`config.mk`:
```
export PLATFORM = sky130hd
export DESIGN_NAME = ghs_queue
export DESIGN_NICKNAME = d
export VERILOG_FILES = /design/src/ghs_pkg.sv /design/src/ghs_queue.sv
export SDC_FILE = /design/constraint.sdc
export NUM_CORES = 1
export LEC_CHECK = 0
export ABC_CLOCK_PERIOD_IN_PS = 6300
export BUFFER_PORTS_ARGS = -buffer_cell sky130_fd_sc_hd__buf_2
export CAP_MARGIN = 10
export CORE_MARGIN = 3
export CORE_UTILIZATION = 55
export DETAILED_ROUTE_END_ITERATION = 12
export GPL_ROUTABILITY_DRIVEN = 1
export PLACE_DENSITY = 0.77
export SLEW_MARGIN = 10
export SYNTH_ARGS = -nofsm -noshare
export SYNTH_HDL_FRONTEND = slang
export SYNTH_SLANG_ARGS = --single-unit
```
`constraint.sdc`:
```
create_clock -name clock -period 6.3 [get_ports clock]
set_input_delay 0.315 -clock clock [delete_from_list [all_inputs] [get_ports clock]]
set_output_delay 0.315 -clock clock [all_outputs]
set_load 0.03 [all_outputs]
```
`src/ghs_pkg.sv`:
```
`timescale 1ns / 1ps
`default_nettype none

package ghs_pkg;

   localparam int IDX_W        = 10;
   localparam int SIZE_W       = 11;
   localparam int COEFF_W      = 32;
   localparam int SCALE_W      = 48;
   localparam int HEAT_W       = 48;
   localparam int CSR_IDX_W    = 3;
   localparam int CSR_DATA_W   = 48;
   localparam int GRID_MAX_DEF = 1024;
   localparam int QUEUE_DEPTH  = 4;
   localparam int ROOT_BITS    = 16;
   localparam int ROOT_W       = 32;

   localparam logic [SIZE_W-1:0]  SIZE_X_RST   = SIZE_W'(1024);
   localparam logic [SIZE_W-1:0]  SIZE_Y_RST   = SIZE_W'(1024);
   localparam logic [SIZE_W-1:0]  CENTER_X_RST = '0;
   localparam logic [SIZE_W-1:0]  CENTER_Y_RST = '0;
   localparam logic [COEFF_W-1:0] COEFF_X_RST  = COEFF_W'(32'd16777216);
   localparam logic [COEFF_W-1:0] COEFF_Y_RST  = COEFF_W'(32'd8388608);
   localparam logic [SCALE_W-1:0] SCALE_RST    = SCALE_W'(65536);

   typedef enum logic [CSR_IDX_W-1:0] {
      CSR_SIZE_X   = 3'd0,
      CSR_SIZE_Y   = 3'd1,
      CSR_CENTER_X = 3'd2,
      CSR_CENTER_Y = 3'd3,
      CSR_COEFF_X  = 3'd4,
      CSR_COEFF_Y  = 3'd5,
      CSR_SCALE    = 3'd6
   } csr_index_type;

   typedef struct packed {
      logic [SIZE_W-1:0]  size_x;
      logic [SIZE_W-1:0]  size_y;
      logic [SIZE_W-1:0]  center_x;
      logic [SIZE_W-1:0]  center_y;
      logic [COEFF_W-1:0] coeff_x;
      logic [COEFF_W-1:0] coeff_y;
      logic [SCALE_W-1:0] scale;
   } cfg_type;

   typedef struct packed {
      logic              oog;
      logic [SIZE_W-1:0] dx;
      logic [SIZE_W-1:0] dy;
   } item_type;

   typedef struct packed {
      logic     valid;
      item_type item;
   } q_port_type;

   typedef logic [ROOT_BITS:1][ROOT_W-1:0] root_tab_type;

   function automatic logic [63:0] isqrt64(input logic [63:0] v_in);
      logic [63:0] v;
      logic [63:0] r;
      logic [63:0] b;
      v = v_in;
      r = '0;
      b = 64'h4000_0000_0000_0000;
      for (int k = 0; k < 32; k++) begin
         if (v >= r + b) begin
            v = v - (r + b);
            r = (r >> 1) + b;
         end else begin
            r = r >> 1;
         end
         b = b >> 2;
      end
      return r;
   endfunction

   function automatic root_tab_type root_table();
      root_tab_type tab;
      logic [63:0]  r;
      r = isqrt64(64'h8000_0000_0000_0000);
      tab[1] = r[ROOT_W-1:0];
      for (int i = 2; i <= ROOT_BITS; i++) begin
         r = isqrt64({tab[i-1], 32'b0});
         tab[i] = r[ROOT_W-1:0];
      end
      return tab;
   endfunction

   localparam root_tab_type ROOT_TAB = root_table();

   localparam logic [24:0] LOG2E_Q24 = 25'd24204406;

endpackage

`default_nettype wire

```
`src/ghs_queue.sv`:
```
`timescale 1ns / 1ps
`default_nettype none

module ghs_queue import ghs_pkg::*; (
   input  logic       clock,
   input  logic       reset,
   input  q_port_type q_wr,
   output logic       q_full,
   input  logic       q_pop,
   output q_port_type q_rd
);

   localparam int PtrW = $clog2(QUEUE_DEPTH);
   localparam int CntW = $clog2(QUEUE_DEPTH + 1);

   item_type          mem_ff [QUEUE_DEPTH];
   logic [PtrW-1:0]   wr_ptr_ff, wr_ptr_in;
   logic [PtrW-1:0]   rd_ptr_ff, rd_ptr_in;
   logic [CntW-1:0]   cnt_ff, cnt_in;
   logic              push;
   logic              pop;

   always_comb begin
      q_full = (cnt_ff == CntW'(QUEUE_DEPTH));
      q_rd.valid = (cnt_ff != '0);
      q_rd.item = mem_ff[rd_ptr_ff];
      push = q_wr.valid && !q_full;
      pop = q_pop && q_rd.valid;

      wr_ptr_in = wr_ptr_ff;
      rd_ptr_in = rd_ptr_ff;
      cnt_in = cnt_ff;
      if (push) begin
         wr_ptr_in = (wr_ptr_ff == PtrW'(QUEUE_DEPTH - 1)) ? '0 : wr_ptr_ff + PtrW'(1);
      end
      if (pop) begin
         rd_ptr_in = (rd_ptr_ff == PtrW'(QUEUE_DEPTH - 1)) ? '0 : rd_ptr_ff + PtrW'(1);
      end
      if (push && !pop) begin
         cnt_in = cnt_ff + CntW'(1);
      end else if (pop && !push) begin
         cnt_in = cnt_ff - CntW'(1);
      end
   end

   always_ff @(posedge clock) begin
      if (reset) begin
         wr_ptr_ff <= '0;
         rd_ptr_ff <= '0;
         cnt_ff <= '0;
      end else begin
         wr_ptr_ff <= wr_ptr_in;
         rd_ptr_ff <= rd_ptr_in;
         cnt_ff <= cnt_in;
      end
   end

   always_ff @(posedge clock) begin
      if (push) begin
         mem_ff[wr_ptr_ff] <= q_wr.item;
      end
   end

endmodule

`default_nettype wire

```
== Word-level counts from Yosys, hierarchy flattened ==
Memory sizes are Yosys's and may differ from the RTL's. A register that Yosys moved wholly into a read port is not among the register bits.
Index checks and enable logic that the tools add are counted.

* Add/sub/neg operators: 4
* Multipliers: 0
* Div/mod/pow operators: 0
* Magnitude comparators: 0
* Equality and inequality tests: 3
* Shifts and indexed selects: 0
* Muxes and demuxes: 8
* Bitwise logic cells: 0
* Reduce and logical (&&, ||, !) cells: 9

{| class="wikitable"
|+ Operators with widths
! operator !! number
|-
| $mux 2 || 4
|-
| $mux 3 || 2
|-
| $add 2x1->2 const B || 2
|-
| $eq 2x2->1 const B || 2
|-
| $logic_and 1x1->1 || 4
|-
| $add 3x1->3 const B || 1
|-
| $eq 3x3->1 const B || 1
|-
| $logic_not 1->1 || 3
|-
| $reduce_bool 3->1 || 1
|-
| $sub 3x1->3 const B || 1
|-
| $mux 1 || 2
|-
| $reduce_bool 2->1 || 1
|}

* Bits in registers: 7
* Bits in latches: 0
* Bits in writable memories: 92
* Memory bits (read-only): 0
* Output and inout port bits: 25
* Memories: 1

{| class="wikitable"
|+ Memories
! name !! words !! bits a word !! read ports !! clocked after Yosys merged registers in !! write ports !! RTL line !! RTL
|-
| mem_ff || 4 || 23 || 1 || 1 || 1 || ghs_queue.sv:16 || <nowiki>item_type mem_ff [QUEUE_DEPTH];</nowiki>
|}

== Depth between registers and ports, before layout ==
* Word-level depth: 7
* Depth in mapped cells: 10

== Least setup slack after synthesis ==
OpenSTA, ideal clock, no wires.

* Path type: flip-flop to flip-flop
* From: register cnt_ff[0]
* To: register cnt_ff[2]
* Arrival time: 2.157 ns
* Required time: 6.230 ns
* Setup slack: 4.073 ns
* Cell stages (with the launch flop): 11
* Buffers on the path: 1
* Period minus slack after synthesis: 2.227 ns
* Cells stage by stage: dfxtp_1 > or3b_1 > buf_6 > clkinv_4 > nor2_2 > ha_1 > inv_1 > fa_1 > xor2_1 > or3_2 > a21oi_1

* Word-level cells in the longest chain between the ends: 6
* Elaborated cells between the ends (all ways): 14
* Those cells by class: 2 x add/sub; 1 x eq/ne; 2 x mux; 9 x reduce/logical

{| class="wikitable"
|+ Ends and longest elaborated chain
! element !! RTL line !! RTL
|-
| start: declaration || ghs_queue.sv:19 || <nowiki>logic [CntW-1:0] cnt_ff, cnt_in;</nowiki>
|-
| start signal: assignment || ghs_queue.sv:54 || <nowiki>cnt_ff <= cnt_in;</nowiki>
|-
| $eq 3x3->1 * || ghs_queue.sv:24 || <nowiki>q_full = (cnt_ff == CntW'(QUEUE_DEPTH));</nowiki>
|-
| via q_full || ghs_queue.sv:8 || <nowiki>output logic q_full,</nowiki>
|-
| $logic_not 1->1 * || ghs_queue.sv:27 || <nowiki>push = q_wr.valid && !q_full;</nowiki>
|-
| $logic_and 1x1->1 * || ghs_queue.sv:27 ||
|-
| via push || ghs_queue.sv:20 || <nowiki>logic push;</nowiki>
|-
| $logic_not 1->1 || ghs_queue.sv:41 || <nowiki>end else if (pop && !push) begin</nowiki>
|-
| $logic_and 1x1->1 || ghs_queue.sv:41 ||
|-
| $reduce_bool 2->1 (no source line) || n/a ||
|}

Mark *: on every way through the listed nets, which the timed path passes. The rest lies on a longest branch. The select of a mux whose other input is x is not followed.
A chain may end at the register's enable or synchronous reset.

== Worst setup path after layout ==
* From: register cnt_ff[0]
* To: register cnt_ff[2]

* Word-level cells in the longest chain between the ends: 6
* Elaborated cells between the ends (all ways): 14
* Those cells by class: 2 x add/sub; 1 x eq/ne; 2 x mux; 9 x reduce/logical

{| class="wikitable"
|+ Ends and longest elaborated chain
! element !! RTL line
|-
| $eq 3x3->1 * || ghs_queue.sv:24
|-
| $logic_not 1->1 * || ghs_queue.sv:27
|-
| $logic_and 1x1->1 * || ghs_queue.sv:27
|-
| via push || ghs_queue.sv:20
|-
| $logic_not 1->1 || ghs_queue.sv:41
|-
| $logic_and 1x1->1 || ghs_queue.sv:41
|-
| $reduce_bool 2->1 (no source line) || n/a
|}

Marks and branches as above.

==> impl_results.md <==
* Status: complete, no violations
* Total Power at 1.648 mW
* Pwr dens at 385.0 nW/um^2
* Final ANT Viol Nets at 0
* NumNets Final at 260
* Synth Cell Area at 3806 sq um
* Row count at 29
* Clk pin slew, worst setup/hold paths at 90 ps
* Largest net degree at the start of global routing at 24
* DR WL/cell at 18.36 um
* Max-slew violations at 0
* Post-DP HPWL at 3544 um
* Filler cells at 431
* Commonest non-fill, non-tap cell in the layout: edfxtp_1
* Chip Width at 89.19 um
* Part of the Yosys area used for sequential elements at 0.7732
* Clk sinks at 101
* Cell Chain, Critical Path: or3b_1, clkinv_4, nor2_2, ha_1, inv_1, fa_1, xor2_1, or3_2, a21oi_1
* Syn_area_per_cell at 22.39 sq um
* Register Area at 2944 sq um
* Library cells used by synthesis at 27
* Slowest cell on crit path: dfxtp_1
* Slew headroom at 0.4519
* Worst skew pair latency at 340 ps
* Ports at 52
* Drt via density at 5.557
* Total GRT Usage at 0.1597
* Hold_buf cts at 0
* CP max FO at 7
* Syn-to-layout area delta at 12.46%
* Post-CTS Setup Repair Bufs at 0
* Via Count at 1,706
* Min Tclk post-route at 2415 ps
* Most frequent cells in the layout: 92 x edfxtp_1, 51 x buf_2, 23 x mux4_2
* Die ar. at 7955 sq um
* Syn nets at 204
* TNS Setup at 0 ps
* Hold Path Class: input pin to flop
* Finish-stage setup viols at 0
* Clock buffer count from CTS at 9
* Area of the multi-input gates at 797.0 sq um
* GRT overflow at 0
* Worst setup SP type: flop
* Drt pass-1 iters at 4
* Peak VDD IR at 0.0002574 V
* Combined buffer and inverter count along the critical path at 2
* F_max at 0.4141 GHz
* Final WL at 5638 um
* DR DRC count at 0
* PortBufs at 51
* Vias in the first global route at 1,787
* Clock skew at 13.13 ps
* Crit-path leading delay family: simple AND/OR/NAND/NOR gates
* WP data arrival at 2690 ps
* Critical Path RT at 6570 ps
* Die Y at 89.19 um
* Tcrit/Tclk final at 0.3833
* Slew @ Worst Pin at 822.1 ps
* H-tree depth at 3
* RSZ-0062 raised after global routing: false
* CP peak stage delay at 440 ps
* Clock Path Buffers at 2
* Antenna violations before repair at 0
* Global-route wire length before repair at 8997 um
* CTS tree: yes
* Mapped Cells at 170
* Max cap viols at 0
* Starting Density at 0.5828
* FF+latch count, synth at 101
* CTS Root Cell: clkbuf_8
* Crit path capture type: flop
* Warnings from Yosys at 0
* WS Path Type: flop to flop
* Resize count post-CTS at 0
* 1st-iter DRT viols at 111
* Core area at 6531 sq um
* Inserted Diodes at 0
* Pleak at 1.478 nW
* GP Congestion at 0.7556
* Layout cell share with drive strength beyond 1 at 0.4261
* Count of final hold-check violations at 0
where the power goes:
part,switching (mW),internal (mW),leakage [nW],total (mW)
combinational,0.263,0.179,0.483,0.442
clock,0.195,0.141,0.0772,0.337
sequential,0.0564,0.812,0.918,0.868
final cells by class:
cell class	instances	share of cell area
timing repair buffer	52	0.06139
tap	77	0.02251
clock buffer	11	0.03069
sequential	101	0.6878
clock inverter	4	0.005846
multi-input combinational	57	0.1862
inverter	5	0.005554
metrics by stage:
step	setup WS (ps)	std cells	hold slack (ps)	area [sq um]	utilization
CTS	3872	307	170.3	4280	0.6554
global route	3689	307	158.4	4280	0.6554
global placement	4011	292	479.8	4124	0.6314
detailed placement	3890	292	505.1	4124	0.6314
finish	3885	307	182.6	4280	0.6554
floorplan	4073	170	413.9	3806	-
flip-flops by register name, summed over array words and instances, names as in the netlist, named ones only:
register,cells
cnt_ff,3
rd_ptr_ff,2
mem_ff,92
wr_ptr_ff,2
layer usage:
metal  vias to the layer above  track usage  share of wire
li1                        805            -              -
met4                         0      0.05683          0.016
met3                         7      0.04424          0.037
met1                       863       0.2069           0.43
met5                         -            0              0
met2                        31       0.2626           0.51
kinds of logic after synthesis:
| family | after synthesis | synth area share |
|---|---|---|
| AOI/OAI and AO/OA | 7 | 0.01314 |
| muxes | 25 | 0.1414 |
| xor gates and xnor gates | 2 | 0.004603 |
| adders and majority gates | 7 | 0.02498 |
| DFF | 101 | 0.7732 |
| buffers and inverters | 12 | 0.01742 |
| and+or+nand+nor | 16 | 0.02531 |
synth_stat cells (all sizes together):
master / n / share of area
or3b: 1 / 0.0023
or3: 3 / 0.0056
inv: 4 / 0.0039
nand3: 2 / 0.0026
ha: 6 / 0.020
and3: 4 / 0.0079
nand2: 1 / 0.00099
clkbuf: 1 / 0.00099
xor2: 2 / 0.0046
mux4: 23 / 0.14
o21ai: 2 / 0.0026
a21oi: 3 / 0.0039
dfxtp: 9 / 0.047
mux2i: 2 / 0.0053
fa: 1 / 0.0053
edfxtp: 92 / 0.73
buf: 6 / 0.010
nor2: 4 / 0.0046
o31ai: 2 / 0.0066
clkinv: 1 / 0.0023
nor3: 1 / 0.0013
path summary, 6_finish.rpt:
kind	start	end	slack [ps]	depth (start not counted)
worst min register to register	rd_ptr_ff[0]	flop	520	2
worst max register to register	cnt_ff[0]	cnt_ff[2]	3890	9
worst max-delay path	cnt_ff[0]	cnt_ff[2]	3890	9
worst min-delay path	q_wr[8]	mem_ff[3][8]	180	1
Power figures use the tool's default switching activity.
