**config.mk**
```make
export PLATFORM = sky130hd
export DESIGN_NAME = ghs_front_flat
export DESIGN_NICKNAME = d
export VERILOG_FILES = /design/src/ghs_pkg.sv /design/src/ghs_req_if.sv /design/src/ghs_front.sv /design/src/flat_wrapper.sv
export SDC_FILE = /design/constraint.sdc
export NUM_CORES = 1
export LEC_CHECK = 0
export ABC_CLOCK_PERIOD_IN_PS = 3550
export BUFFER_PORTS_ARGS = -buffer_cell sky130_fd_sc_hd__buf_2
export CAP_MARGIN = 5
export CORE_MARGIN = 3
export CORE_UTILIZATION = 44
export DETAILED_ROUTE_END_ITERATION = 12
export GPL_TIMING_DRIVEN = 0
export PLACE_DENSITY = 0.86
export SLEW_MARGIN = 20
export SYNTH_ARGS = -nofsm -noshare
export SYNTH_HDL_FRONTEND = slang
export SYNTH_SLANG_ARGS = --single-unit
```
**constraint.sdc**
```tcl
create_clock -name vclk -period 3.55
set_input_delay 0.1775 -clock vclk [all_inputs]
set_output_delay 0.1775 -clock vclk [all_outputs]
set_load 0.05 [all_outputs]
```
**src/ghs_pkg.sv**
```systemverilog
`timescale 1ns / 1ps
`default_nettype none

package ghs_pkg;

   localparam int IDX_W        = 10;
   localparam int SIZE_W       = 11;
   localparam int COEFF_W      = 32;
   localparam int SCALE_W      = 48;
   localparam int HEAT_W       = 48;
   localparam int CSR_IDX_W    = 3;
   localparam int CSR_DATA_W   = 48;
   localparam int GRID_MAX_DEF = 1024;
   localparam int QUEUE_DEPTH  = 4;
   localparam int ROOT_BITS    = 16;
   localparam int ROOT_W       = 32;

   localparam logic [SIZE_W-1:0]  SIZE_X_RST   = SIZE_W'(1024);
   localparam logic [SIZE_W-1:0]  SIZE_Y_RST   = SIZE_W'(1024);
   localparam logic [SIZE_W-1:0]  CENTER_X_RST = '0;
   localparam logic [SIZE_W-1:0]  CENTER_Y_RST = '0;
   localparam logic [COEFF_W-1:0] COEFF_X_RST  = COEFF_W'(32'd16777216);
   localparam logic [COEFF_W-1:0] COEFF_Y_RST  = COEFF_W'(32'd8388608);
   localparam logic [SCALE_W-1:0] SCALE_RST    = SCALE_W'(65536);

   typedef enum logic [CSR_IDX_W-1:0] {
      CSR_SIZE_X   = 3'd0,
      CSR_SIZE_Y   = 3'd1,
      CSR_CENTER_X = 3'd2,
      CSR_CENTER_Y = 3'd3,
      CSR_COEFF_X  = 3'd4,
      CSR_COEFF_Y  = 3'd5,
      CSR_SCALE    = 3'd6
   } csr_index_type;

   typedef struct packed {
      logic [SIZE_W-1:0]  size_x;
      logic [SIZE_W-1:0]  size_y;
      logic [SIZE_W-1:0]  center_x;
      logic [SIZE_W-1:0]  center_y;
      logic [COEFF_W-1:0] coeff_x;
      logic [COEFF_W-1:0] coeff_y;
      logic [SCALE_W-1:0] scale;
   } cfg_type;

   typedef struct packed {
      logic              oog;
      logic [SIZE_W-1:0] dx;
      logic [SIZE_W-1:0] dy;
   } item_type;

   typedef struct packed {
      logic     valid;
      item_type item;
   } q_port_type;

   typedef logic [ROOT_BITS:1][ROOT_W-1:0] root_tab_type;

   function automatic logic [63:0] isqrt64(input logic [63:0] v_in);
      logic [63:0] v;
      logic [63:0] r;
      logic [63:0] b;
      v = v_in;
      r = '0;
      b = 64'h4000_0000_0000_0000;
      for (int k = 0; k < 32; k++) begin
         if (v >= r + b) begin
            v = v - (r + b);
            r = (r >> 1) + b;
         end else begin
            r = r >> 1;
         end
         b = b >> 2;
      end
      return r;
   endfunction

   function automatic root_tab_type root_table();
      root_tab_type tab;
      logic [63:0]  r;
      r = isqrt64(64'h8000_0000_0000_0000);
      tab[1] = r[ROOT_W-1:0];
      for (int i = 2; i <= ROOT_BITS; i++) begin
         r = isqrt64({tab[i-1], 32'b0});
         tab[i] = r[ROOT_W-1:0];
      end
      return tab;
   endfunction

   localparam root_tab_type ROOT_TAB = root_table();

   localparam logic [24:0] LOG2E_Q24 = 25'd24204406;

endpackage

`default_nettype wire

```
**src/ghs_req_if.sv**
```systemverilog
`timescale 1ns / 1ps
`default_nettype none

interface ghs_req_if import ghs_pkg::*; ();
   logic             valid;
   logic             ready;
   logic [IDX_W-1:0] x_index;
   logic [IDX_W-1:0] y_index;

   modport source (output valid, output x_index, output y_index, input ready);
   modport sink   (input valid, input x_index, input y_index, output ready);
endinterface

`default_nettype wire

```
**src/ghs_front.sv**
```systemverilog
`timescale 1ns / 1ps
`default_nettype none

module ghs_front import ghs_pkg::*; #(
   parameter int GRID_MAX = GRID_MAX_DEF
) (
   ghs_req_if.sink    req,
   input  cfg_type    cfg,
   input  logic       q_full,
   output q_port_type q_wr
);

   logic [SIZE_W-1:0] cx;
   logic [SIZE_W-1:0] cy;
   logic              x_out;
   logic              y_out;

   always_comb begin
      cx = SIZE_W'(req.x_index) + SIZE_W'(1);
      cy = SIZE_W'(req.y_index) + SIZE_W'(1);
      x_out = (SIZE_W'(req.x_index) >= cfg.size_x) ||
              (32'(req.x_index) >= 32'(GRID_MAX));
      y_out = (SIZE_W'(req.y_index) >= cfg.size_y) ||
              (32'(req.y_index) >= 32'(GRID_MAX));

      req.ready = !q_full;
      q_wr.valid = req.valid && !q_full;
      q_wr.item.oog = x_out || y_out;
      q_wr.item.dx = (cx >= cfg.center_x) ? cx - cfg.center_x : cfg.center_x - cx;
      q_wr.item.dy = (cy >= cfg.center_y) ? cy - cfg.center_y : cfg.center_y - cy;
   end

endmodule

`default_nettype wire

```
**src/flat_wrapper.sv**
```systemverilog
// flat-port wrapper written by rule: the top's interface ports become plain ports
module ghs_front_flat import ghs_pkg::*;
#(
   parameter int GRID_MAX = GRID_MAX_DEF
)
  (cfg, q_full, q_wr, req_valid, req_x_index, req_y_index, req_ready);
  ghs_req_if req_i ();
  input  cfg_type cfg;
  input  logic q_full;
  output q_port_type q_wr;
  input wire logic [$bits(req_i.valid)-1:0] req_valid;
  input wire logic [$bits(req_i.x_index)-1:0] req_x_index;
  input wire logic [$bits(req_i.y_index)-1:0] req_y_index;
  output wire logic [$bits(req_i.ready)-1:0] req_ready;
  assign req_i.valid = req_valid;
  assign req_i.x_index = req_x_index;
  assign req_i.y_index = req_y_index;
  assign req_ready = req_i.ready;
  ghs_front #(.GRID_MAX(GRID_MAX)) u_core (.req(req_i), .cfg(cfg), .q_full(q_full), .q_wr(q_wr));
endmodule
```
---- After elaboration in Yosys (flattened, before gate mapping) ----
Index checks and enable logic that the tools add are counted.
storage, ports and cells
  output and inout port bits .............. 25
  logic and storage cells ................. 15
  bits of input ports ..................... 178
  register bits after elaboration ......... 0
cells by class
  muxes and demuxes ....................... 2
  $lt $le $gt $ge ......................... 4
  $add $sub $neg .......................... 6
  reductions and logical operators ........ 3
operators by type and width
  kind                                           number
  subtractor 11 bit                              4
  adder 10 x 1 -> 11 bit, second input constant  2
  >= comparator 10 x 11 -> 1 bit                 2
  >= comparator 11 bit                           2
  two-way mux 11 bit                             2
  logical AND 1 bit                              1
  logical NOT 1 bit                              1
  logical OR 1 bit                               1

---- Longest topological paths before layout ----
Gate-level depths: netlist (run 1).
  depth after elaboration ................. 3
  gate-level depth with buffers ........... 15
  depth with buffers taken out ............ 13

---- Worst setup path before layout (run 1) ----
Ideal clock, no wire load.
  kind .................................... input port to output port
  start ................................... input req_y_index[0]
  end ..................................... output q_wr[5] (netlist bit)
  buffers on the path ..................... 2
  required time ........................... 3.372 ns
  stages .................................. 14
  arrival time ............................ 3.342 ns
  path slack .............................. 0.030 ns
  path through ............................ ha_1 -> nand2_1 -> nor2_1 -> and3_1 -> xor2_1 -> ha_1 -> buf_6 -> a21o_2 -> a31oi_2 -> a21oi_2 -> a2111oi_4 -> buf_6 -> mux2i_1 -> xor2_1
RTL lines
  what                line                text
  start: declaration  flat_wrapper.sv:13  input wire logic [$bits(req_i.y_index)-1:0] req_y_index;
  end: declaration    flat_wrapper.sv:10  output q_port_type q_wr;

==> results of run 1 <==
through the flow:
step | setup TNS, ns | instance area [um^2] | total power, uW
after global placement | -0.2090 | 3374 | 833.3
after CTS | 0 | 3385 | 863.2
after floorplan | 0 | 2825 | 654.8
after detailed placement | -0.3604 | 3374 | 856.4
final | 0 | 3465 | 895.0
after global routing | -0.1497 | 3465 | 967.4
cells in the final DEF (no fill, tap or decap), types with 2 or more instances in the layout:
| cell type | count |
|---|---|
| sky130_fd_sc_hd__nor2b_1 | 6 |
| sky130_fd_sc_hd__nor2_1 | 22 |
| sky130_fd_sc_hd__a211oi_1 | 9 |
| sky130_fd_sc_hd__nor2_2 | 3 |
| sky130_fd_sc_hd__nor4_1 | 2 |
| sky130_fd_sc_hd__o21a_1 | 6 |
| sky130_fd_sc_hd__buf_2 | 87 |
| sky130_fd_sc_hd__a21o_1 | 20 |
| sky130_fd_sc_hd__clkbuf_4 | 4 |
| sky130_fd_sc_hd__a21oi_1 | 25 |
| sky130_fd_sc_hd__o22ai_1 | 2 |
| sky130_fd_sc_hd__nand2_1 | 11 |
| sky130_fd_sc_hd__mux2_2 | 2 |
| sky130_fd_sc_hd__o21bai_1 | 5 |
| sky130_fd_sc_hd__nor3_1 | 5 |
| sky130_fd_sc_hd__and3_1 | 2 |
| sky130_fd_sc_hd__buf_6 | 4 |
| sky130_fd_sc_hd__a31oi_1 | 6 |
| sky130_fd_sc_hd__nand2b_1 | 6 |
| sky130_fd_sc_hd__a21o_2 | 2 |
| sky130_fd_sc_hd__buf_4 | 10 |
| sky130_fd_sc_hd__ha_1 | 63 |
| sky130_fd_sc_hd__mux2i_1 | 11 |
| sky130_fd_sc_hd__xnor2_1 | 18 |
| sky130_fd_sc_hd__xor2_1 | 13 |
| sky130_fd_sc_hd__o2bb2ai_1 | 3 |
| sky130_fd_sc_hd__fa_1 | 4 |
| sky130_fd_sc_hd__nand4_1 | 6 |
| sky130_fd_sc_hd__a21oi_2 | 2 |
| sky130_fd_sc_hd__nand3_1 | 13 |
| sky130_fd_sc_hd__o21ai_0 | 14 |
| sky130_fd_sc_hd__inv_1 | 76 |
worst min-delay path by stage:
stage	endpoint	cells past startpoint
detailed placement	q_wr[23]	3
floorplan	q_wr[23]	1
finish	req_ready	3
global placement	req_ready	3
CTS	q_wr[23]	3
global route	q_wr[23]	3
area by class of cell:
class                           count  share of cell area
Buffer                             10             0.02203
Inverter                           76             0.08234
Multi-Input combinational cell    301              0.7205
Tap cell                           75             0.02709
Timing Repair Buffer               96              0.1481
cell families after synthesis:
| family | synth area share |
|---|---|
| AOI/OAI and AO/OA | 0.2697 |
| buffers and inverters | 0.1280 |
| and+or+nand+nor | 0.1408 |
| adders and majority gates | 0.3118 |
| xor gates and xnor gates | 0.09920 |
| muxes | 0.05049 |
layer usage:
metal  share of wire  GRT usage
met2            0.47     0.3392
met4          0.0075    0.01151
met3           0.080    0.02305
met1            0.44     0.2464
met5               0          0
what timing repair did:
action                                  in CTS  in global routing
endpoints found under the setup margin       4                 16
setup buffers                                1                  3
gates cloned                                 0                  1
gates resized for setup                      1                 19
pin swaps                                    1                  4
hold buffers                                 0                  0
power by group through the flow:
stage | Combinational [uW] | Sequential, uW | Clock [uW]
2_1_floorplan | 655 | 0 | 0
3_3_place_gp | 833 | 0 | 0
3_5_place_dp | 856 | 0 | 0
4_1_cts | 863 | 0 | 0
5_1_grt | 967 | 0 | 0
6_report | 895 | 0 | 0
==> results list, run 1 <==
* Run status: finished clean
- For this design the ratio of total power to cell area is 258.3 nW/um^2.
- Top cell type by total area after synthesis: sky130_fd_sc_hd__ha_1
- The clock period could shrink to 3.403 ns.
- Fraction of final layout cells sized beyond drive strength 1: 0.2588
- The critical path contains buffers and inverters numbering 4 combined.
- For the pin with the worst max-slew slack, the measured transition is 0.4888 ns.
- Type of destination of the critical path: output port
* Detailed Routing Iterations Pass 1: 4
- Among all stages on the critical path, the largest delay is contributed by sky130_fd_sc_hd__a2111oi_4.
- Number of clock buffers in the layout: 0
* Detail-routed via count per cell: 5.384
- During synthesis, Yosys emitted a total of 0 warnings.
* Unrepaired setup endpoints after global routing: true
- In this run the tool buffered the top-level ports with 91 buffer cells.
- Measured on the finished design, the core utilization comes to 0.5716.
- Power share of the combinational group: 1.000
* Hpwl dp: 6366 um
* Final number of max-transition violations: 0
- Walking the worst path, the cells encountered are buf_2 > ha_2 > nand2_1 > nor2_2 > and3_4 > xor2_2 > ha_1 > buf_6 > a21o_2 > a31oi_4 > a21oi_2 > a2111oi_4 > buf_4 > nor3_1 > a31oi_1 > xor2_1 > buf_4.
- For the worst setup path, the data required time is 3.37 ns.
- Vias in the first global route: 2,835
- Number of vias after detailed routing: 3,004
* Final WL: 7295 um
- End of the critical path: q_wr[7]
* Nets in the synthesized netlist: 633
* Top cells by area, synth: sky130_fd_sc_hd__ha_1, sky130_fd_sc_hd__inv_1, sky130_fd_sc_hd__xnor2_1, sky130_fd_sc_hd__a21o_1, sky130_fd_sc_hd__a21oi_1
- After detailed placement, the design holds a cell count of 553.
- In this run the worst path has a maximum fanout of 10.
* I/O pin count: 203
- The die covers 7418 um^2.
- Entering global routing, the biggest net connects 11 pins.
- Cell Count, Final, Fillers Out: 558
- The share of synthesized area in the top cell type comes to 0.2834.
* Routed length per instance: 13.07 um
* HP Class: in -> out
- In the post-route analysis, the smallest setup slack over all paths is 0.1475 ns.
- The initialized floorplan defines 28 standard-cell rows.
- Core area: 6061 um^2
- Synth cell count leaders: sky130_fd_sc_hd__inv_1, sky130_fd_sc_hd__ha_1, sky130_fd_sc_hd__a21oi_1, sky130_fd_sc_hd__nor2_1, sky130_fd_sc_hd__a21o_1
- First-pass GRT wire length: 11,970 um
- Layout sequential cell count: 0
- Hold timing on the final database bottoms out at a slack of 0.6709 ns.
* Final global-route overflow total: 0
- Sequential share of power: 0
* Max-Slew Margin vs Limit: 0.6711
- The most common cell in the synthesized netlist is sky130_fd_sc_hd__inv_1.
* Gate count of the mapped netlist: 387
- The most numerous cell type found on the critical path is sky130_fd_sc_hd__buf_4.
- For this configuration, the core starts out at a cell density of 0.4661.
- Number of hold violations in the final report: 0
- Cell internal power was estimated by the tool at 312.4 uW.
- Startpoint Class: input port
- Worst setup path category: in -> out
- Post-Synthesis Mean Instance Area: 7.300 um^2
- The initial antenna violation count came to 0.
- Timing would allow up to 0.2939 GHz.
* Critical Path Source: req_y_index[0]
* Antenna viol nets, final: 0
- In the final design database the tool counted 731 nets.
* Final worst-path cycle share: 0.9585
* Startpoint of the lowest-slack hold path: q_full
* Count of inserted antenna diode cells: 0
- The synthesized netlist occupies a cell area of 2825 um^2.
- Number of filler cells placed in the layout: 566
* Die outline width: 86.13 um
- Setup violations remaining at the end of the flow were counted as 0.
- Largest incremental delay on the critical path: 0.37 ns
* Total stage count of the critical path: 17
- Number of different library cells in the post-synthesis netlist: 48
- Arrival time of the worst setup path: 3.23 ns
- All-Layer GR Usage: 0.1874
- Among cell families on the critical path, the largest total delay comes from compound AO/OA/AOI/OAI gates.
- Of the total power, the share spent switching nets is 0.6509.
- Net Switching: 582.6 uW
- Post-synthesis sequential area ratio: 0
- Setup slack at placement: -0.1537 ns
* Number of design rule violations left after detail routing: 0
* Sequential standard cell area: 0 um^2
* Portion of total power attributed to the clock network: 0
* Final GP Congestion: 0.9180
- From synthesis to final layout, the design area changed by 22.63%.
- VDD sags by at most 250.2 uV.
- Area occupied by multi-input gates: 2496 um^2
- Die Y-Extent: 86.13 um
* Violation count after the first detailed-routing iteration: 98
* Static Leakage: 0.002016 uW
* MaxCap Viol Count: 0
Note: power is estimated with default switching activity, not from simulation.
==> inputs of run 2 (changes only) <==
CELL_PAD_IN_SITES_DETAIL_PLACEMENT = 0   (was default)
CELL_PAD_IN_SITES_GLOBAL_PLACEMENT = 2   (was default)
CORE_MARGIN = 2   (was 3)
CORE_UTILIZATION = 21   (was 44)
PLACE_DENSITY = 0.84   (was 0.86)
SLEW_MARGIN = default   (was 20)
==> results list, run 2 (synthesis results as in run 1) <==
- Number of vias after detailed routing: 2,942
- Crit path cell chain: clkbuf_4 > ha_4 > nand2_2 > nor2_4 > and3_4 > xor2_2 > ha_1 > buf_6 > a21o_2 > a31oi_4 > a21oi_2 > a2111oi_4 > buf_4 > nor3_1 > a31oi_1 > xor2_1 > buf_2
- Floorplan die area: 14,400 um^2
- Maximum vdd drop: 275.6 uV
* Setup slack after layout: 0.1580 ns
- Maximum net fanout on the critical path: 10
- Number of filler cells placed in the layout: 1,478
- Using the TritonRoute via totals, the vias-per-cell ratio works out to 4.464.
- Final number of max-transition violations: 0
* First-pass GRT wire length: 13,540 um
- Final GP Congestion: 0.8491
* Power Density: 248.6 nW/um^2
- The worst setup path is launched from an input port.
- At the pin with the least slew margin, the transition time is 0.4381 ns.
- For this run, the slowest stage of the critical path takes 0.37 ns.
- The pre-antenna-repair detailed-routing pass consisted of 4 iterations.
- Shortest clock period the worst path allows after layout: 3.392 ns
- In the finished layout, the clock tree contains a buffer count of 0.
- The run finished with clean final reports.
- Routed length per instance: 12.64 um
* Commonest cells after routing, fill and taps aside: sky130_fd_sc_hd__buf_2, sky130_fd_sc_hd__inv_1, sky130_fd_sc_hd__ha_1, sky130_fd_sc_hd__a21oi_1, sky130_fd_sc_hd__nor2_1
- Layout sequential cell count: 0
- For this configuration, the core starts out at a cell density of 0.2142.
- The number of global-route vias before repair was 2,905.
- Final global-route overflow total: 0
* Core area: 13,190 um^2
- Violation count after the first detailed-routing iteration: 157
* Fraction of final layout cells sized beyond drive strength 1: 0.2629
- Sequential standard cell area: 0 um^2
- Achievable Freq: 0.2948 GHz
- Pwr Total: 901.9 uW
* Die Y-Extent: 120.0 um
- Final hold slack: 0.6682 ns
* Setup slack at placement: -0.1594 ns
* Final WL: 8332 um
* Num rows: 42
* Share of the core filled with cells: 0.2751
* Total of buffers placed on input and output ports: 91
- Detailed placement ended at an HPWL of 7296 um.
- MaxCap Viol Count: 0
- Static Leakage: 0.002032 uW
- In this run the remaining antenna-violating nets after routing total 0.
- The initial antenna violation count came to 0.
* All-Layer GR Usage: 0.1098
- Max-Slew Margin vs Limit: 0.7066
- Final worst-path cycle share: 0.9555
* Number of hold violations in the final report: 0
- Number of design rule violations left after detail routing: 0
* Count of inserted antenna diode cells: 0
- Worst setup path category: in -> out
- Arrival time of the worst setup path: 3.21 ns
- Worst path slowest cell: sky130_fd_sc_hd__a2111oi_4
* Design area: 3628 um^2
* Die outline width: 120.0 um
- 203 I/O pins were placed.
- CP Data Required Time: 3.37 ns
- Leading cell type in the layout, fill and taps excluded: sky130_fd_sc_hd__buf_2
- The final layout contains 731 nets.
- Entering global routing, the biggest net connects 11 pins.
- Area of placed instances: 3501 um^2
- Type of destination of the critical path: output port
- From synthesis to final layout, the design area changed by 28.43%.
* Final setup violation count: 0
- HP Class: in -> out
[run 2: cell counts in the layout (fill, tap and decap cells not counted)]
Identical to the previous run, type by type.
[run 2: cell type report]
| cell class | count | area, um^2 | share of cell area |
|---|---|---|---|
| buffer | 10 | 76.32 | 0.02103 |
| inverter | 76 | 285.3 | 0.07862 |
| multi-input combinational | 301 | 2524 | 0.6955 |
| tap | 176 | 220.2 | 0.06069 |
| timing repair buffer | 96 | 523.0 | 0.1441 |
[run 2: routing by layer]
layer	vias up	track usage	routed length, um
met5	-	0	0
met4	0	0.002941	23
met3	2	0.008080	431
met2	77	0.2017	3982
met1	1341	0.1473	3895
li1	1522	-	-
[run 2: path summary, 6_finish.rpt]
check / startpoint / end / depth (start not counted)
setup / recovery: req_y_index[0] / q_wr[7] / 17
hold / removal: q_full / req_ready / 3
[run 2: stage by stage]
stage | setup TNS, ns | std cells
floorplan | 0 | 387
global placement | -0.1134 | 654
detailed placement | -0.5359 | 654
CTS | 0 | 655
global route | -0.01054 | 659
finish | 0 | 659
[run 2: what timing repair did]
| action | in CTS | in global routing |
|---|---|---|
| gates resized for setup | 5 | 15 |
| pin swaps | 1 | 5 |
| setup endpoints to repair | 7 | 17 |
| cloned | 0 | 1 |
| hold buffers | 0 | 0 |
| setup buffers | 1 | 3 |
[run 2: critical path, delay by kind of cell]
kind                     cells  cell delay (ns)
AO/OA/AOI/OAI                5             1.06
XOR/XNOR                     2             0.32
adder cells (fa/ha/maj)      2             0.41
buffers and inverters        4             0.78
AND/OR/NAND/NOR              4             0.45
[run 2: report_power, final]
group          switching [uW]  internal [uW]  total (uW)
Clock                       0              0           0
Sequential                  0              0           0
Combinational             592            310         902
Total                     592            310         902
==> inputs of run 3 (changes only) <==
MAX_ROUTING_LAYER = met4   (was default)
PLACE_DENSITY = default   (was 0.84)
PLACE_DENSITY_LB_ADDON = 0.1   (was default)
==> results list, run 3 (synthesis results as in run 1) <==
* Run status: finished clean
- Cell count after placement: 654
- Cell Count, Final, Fillers Out: 668
- Sequential standard cell area: 0 um^2
- Achievable Freq: 0.2969 GHz
- The library cell used most frequently in the layout, excluding fill and tap cells, is sky130_fd_sc_hd__buf_2.
* Die outline width: 120.0 um
- The clock period could shrink to 3.368 ns.
* Number of antenna violations at the first check in global routing: 1
* Final net count: 739
* Detailed Routing Iterations Pass 1: 4
* Core area: 13,190 um^2
- The number of global-route vias before repair was 2,796.
- CP Data Required Time: 3.37 ns
- The final max-slew violation count came to 0.
- The final hold violation count was 0.
- Detail-routed via count per cell: 4.307
- Data arrives at the worst endpoint at 3.19 ns.
- The worst setup path is of the in -> out kind.
* Final global-route overflow total: 0
- Syn-to-layout area delta: 33.04%
* Type of destination of the critical path: output port
- Entering global routing, the biggest net connects 11 pins.
* Final worst-path cycle share: 0.9488
* Maximum net fanout on the critical path: 8
- Final WL: 8361 um
- STA classifies the critical path startpoint as an input port.
- Max-Slew Margin vs Limit: 0.7020
- Of the cells placed in the final design, the portion with a size suffix greater than 1 is 0.2892.
- The die covers 14,400 um^2.
- Pin placement for this block handled 203 I/O pins.
- Summed over all nets, the half-perimeter wirelength after detailed placement is 7471 um.
- Antenna viol nets, final: 0
* Worst hold path endpoint: req_ready
- Commonest cells after routing, fill and taps aside: sky130_fd_sc_hd__buf_2, sky130_fd_sc_hd__inv_1, sky130_fd_sc_hd__ha_1, sky130_fd_sc_hd__a21oi_1, sky130_fd_sc_hd__nor2_1
- Setup repair after global routing could not meet its margin everywhere.
- The initial utilization of the core area, before any placement, comes to 0.2142.
* HP Class: in -> out
* Violation count after the first detailed-routing iteration: 81
- The startpoint identified for the worst hold timing path is q_full.
* Final hold slack: 0.6686 ns
* MaxCap Viol Count: 0
- After detailed routing, the number of remaining DRC violations is 0.
- Number of filler cells placed in the layout: 1,499
- Depth of the worst hold-timing path: 3
- After detailed routing, the average wire length per cell comes to 12.52 um.
- Number of vias after detailed routing: 2,877
* Total of buffers placed on input and output ports: 91
- In this run the static leakage power is 0.002092 uW.
* Layout sequential cell count: 0
* Maximum vdd drop: 71.04 uV
* Final GP Congestion: 0.7346
- In this run the core area contains 42 standard-cell rows.
* Number of clock buffers in the layout: 0
- In the global route stage, overall resource usage came out at 0.1163.
* Final setup violation count: 0
- First-pass GRT wire length: 13,680 um
- Power spread over the standard cell area amounts to 246.3 nW/um^2.
- Die Y-Extent: 120.0 um
- Slew at the pin with the worst max-slew slack: 0.4443 ns
[run 3: cell types whose count changed in the layout (fill, tap and decap cells not counted), moves of 2 or more]
cell,delta
sky130_fd_sc_hd__xor2_1,-2
sky130_fd_sc_hd__a31oi_1,-2
sky130_fd_sc_hd__a31oi_2,+2
sky130_fd_sc_hd__buf_4,+12
sky130_fd_sc_hd__xor2_2,+2
sky130_fd_sc_hd__buf_2,-4
[run 3: per-stage QoR]
step | TNS, ns | worst slack [ns] | instance area (um^2) | util | total power, uW
3_5_place_dp | -0.6116 | -0.1650 | 3501 | 0.2654 | 874.7
3_3_place_gp | -0.6885 | -0.1940 | 3501 | 0.2654 | 875.1
2_1_floorplan | 0 | 0.03040 | 2825 | - | 654.8
5_1_grt | -0.01541 | -0.01541 | 3759 | 0.2850 | 1010
6_report | 0 | 0.1818 | 3759 | 0.2850 | 925.8
4_1_cts | 0 | 0.01433 | 3586 | 0.2719 | 902.1
[run 3: how the worst max path moves through the flow]
stage | startpoint | end | slack, ns | cells after the start
final | req_y_index[0] | q_wr[7] | 0.18 | 18
after global routing | req_y_index[2] | q_wr[8] | -0.02 | 17
after CTS | req_y_index[0] | q_wr[8] | 0.01 | 18
after detailed placement | req_y_index[0] | q_wr[5] | -0.17 | 16
after global placement | req_y_index[0] | q_wr[5] | -0.19 | 15
after floorplan | req_y_index[0] | q_wr[5] | 0.03 | 14
[run 3: critical path, stage by stage]
cell,delay [ns]
sky130_fd_sc_hd__clkbuf_4,0.15
sky130_fd_sc_hd__ha_4,0.18
sky130_fd_sc_hd__nand2_4,0.08
sky130_fd_sc_hd__nor2_4,0.04
sky130_fd_sc_hd__and3_4,0.17
sky130_fd_sc_hd__xor2_2,0.15
sky130_fd_sc_hd__ha_1,0.29
sky130_fd_sc_hd__buf_6,0.12
sky130_fd_sc_hd__nand4_1,0.19
sky130_fd_sc_hd__or3_4,0.44
sky130_fd_sc_hd__a21oi_4,0.16
sky130_fd_sc_hd__a2111oi_4,0.04
sky130_fd_sc_hd__buf_4,0.18
sky130_fd_sc_hd__buf_6,0.13
sky130_fd_sc_hd__buf_4,0.13
sky130_fd_sc_hd__a31oi_2,0.13
sky130_fd_sc_hd__xor2_1,0.20
sky130_fd_sc_hd__buf_4,0.23
[run 3: metal layers]
metal | vias to the layer above | track usage | share of wire
met5 | - | - | 0
li1 | 1538 | - | -
met2 | 75 | 0.1669 | 0.39
met1 | 1264 | 0.1888 | 0.58
met3 | 0 | 0.003802 | 0.035
met4 | 0 | 0 | 0
[run 3: cell type report]
type	count	area (um^2)	share of cell area
timing repair buffer	104	580.6	0.1545
antenna	1	2.502	0.0006658
buffer	10	76.32	0.02031
inverter	76	285.3	0.07590
tap	176	220.2	0.05859
multi-input combinational	301	2594	0.6901
[run 3: what timing repair did]
action | CTS | global route
pin swaps | 4 | 9
endpoints found under the setup margin | 9 | 18
cloned | 1 | 0
gates resized for setup | 11 | 24
hold buffers | 0 | 0
setup buffers | 5 | 8
[run 3: power by group]
group / total (uW) / switching (uW) / internal (uW)
clock network: 0.0000376 / 0 / 0.0000376
logic: 926 / 595 / 331
registers: 0 / 0 / 0
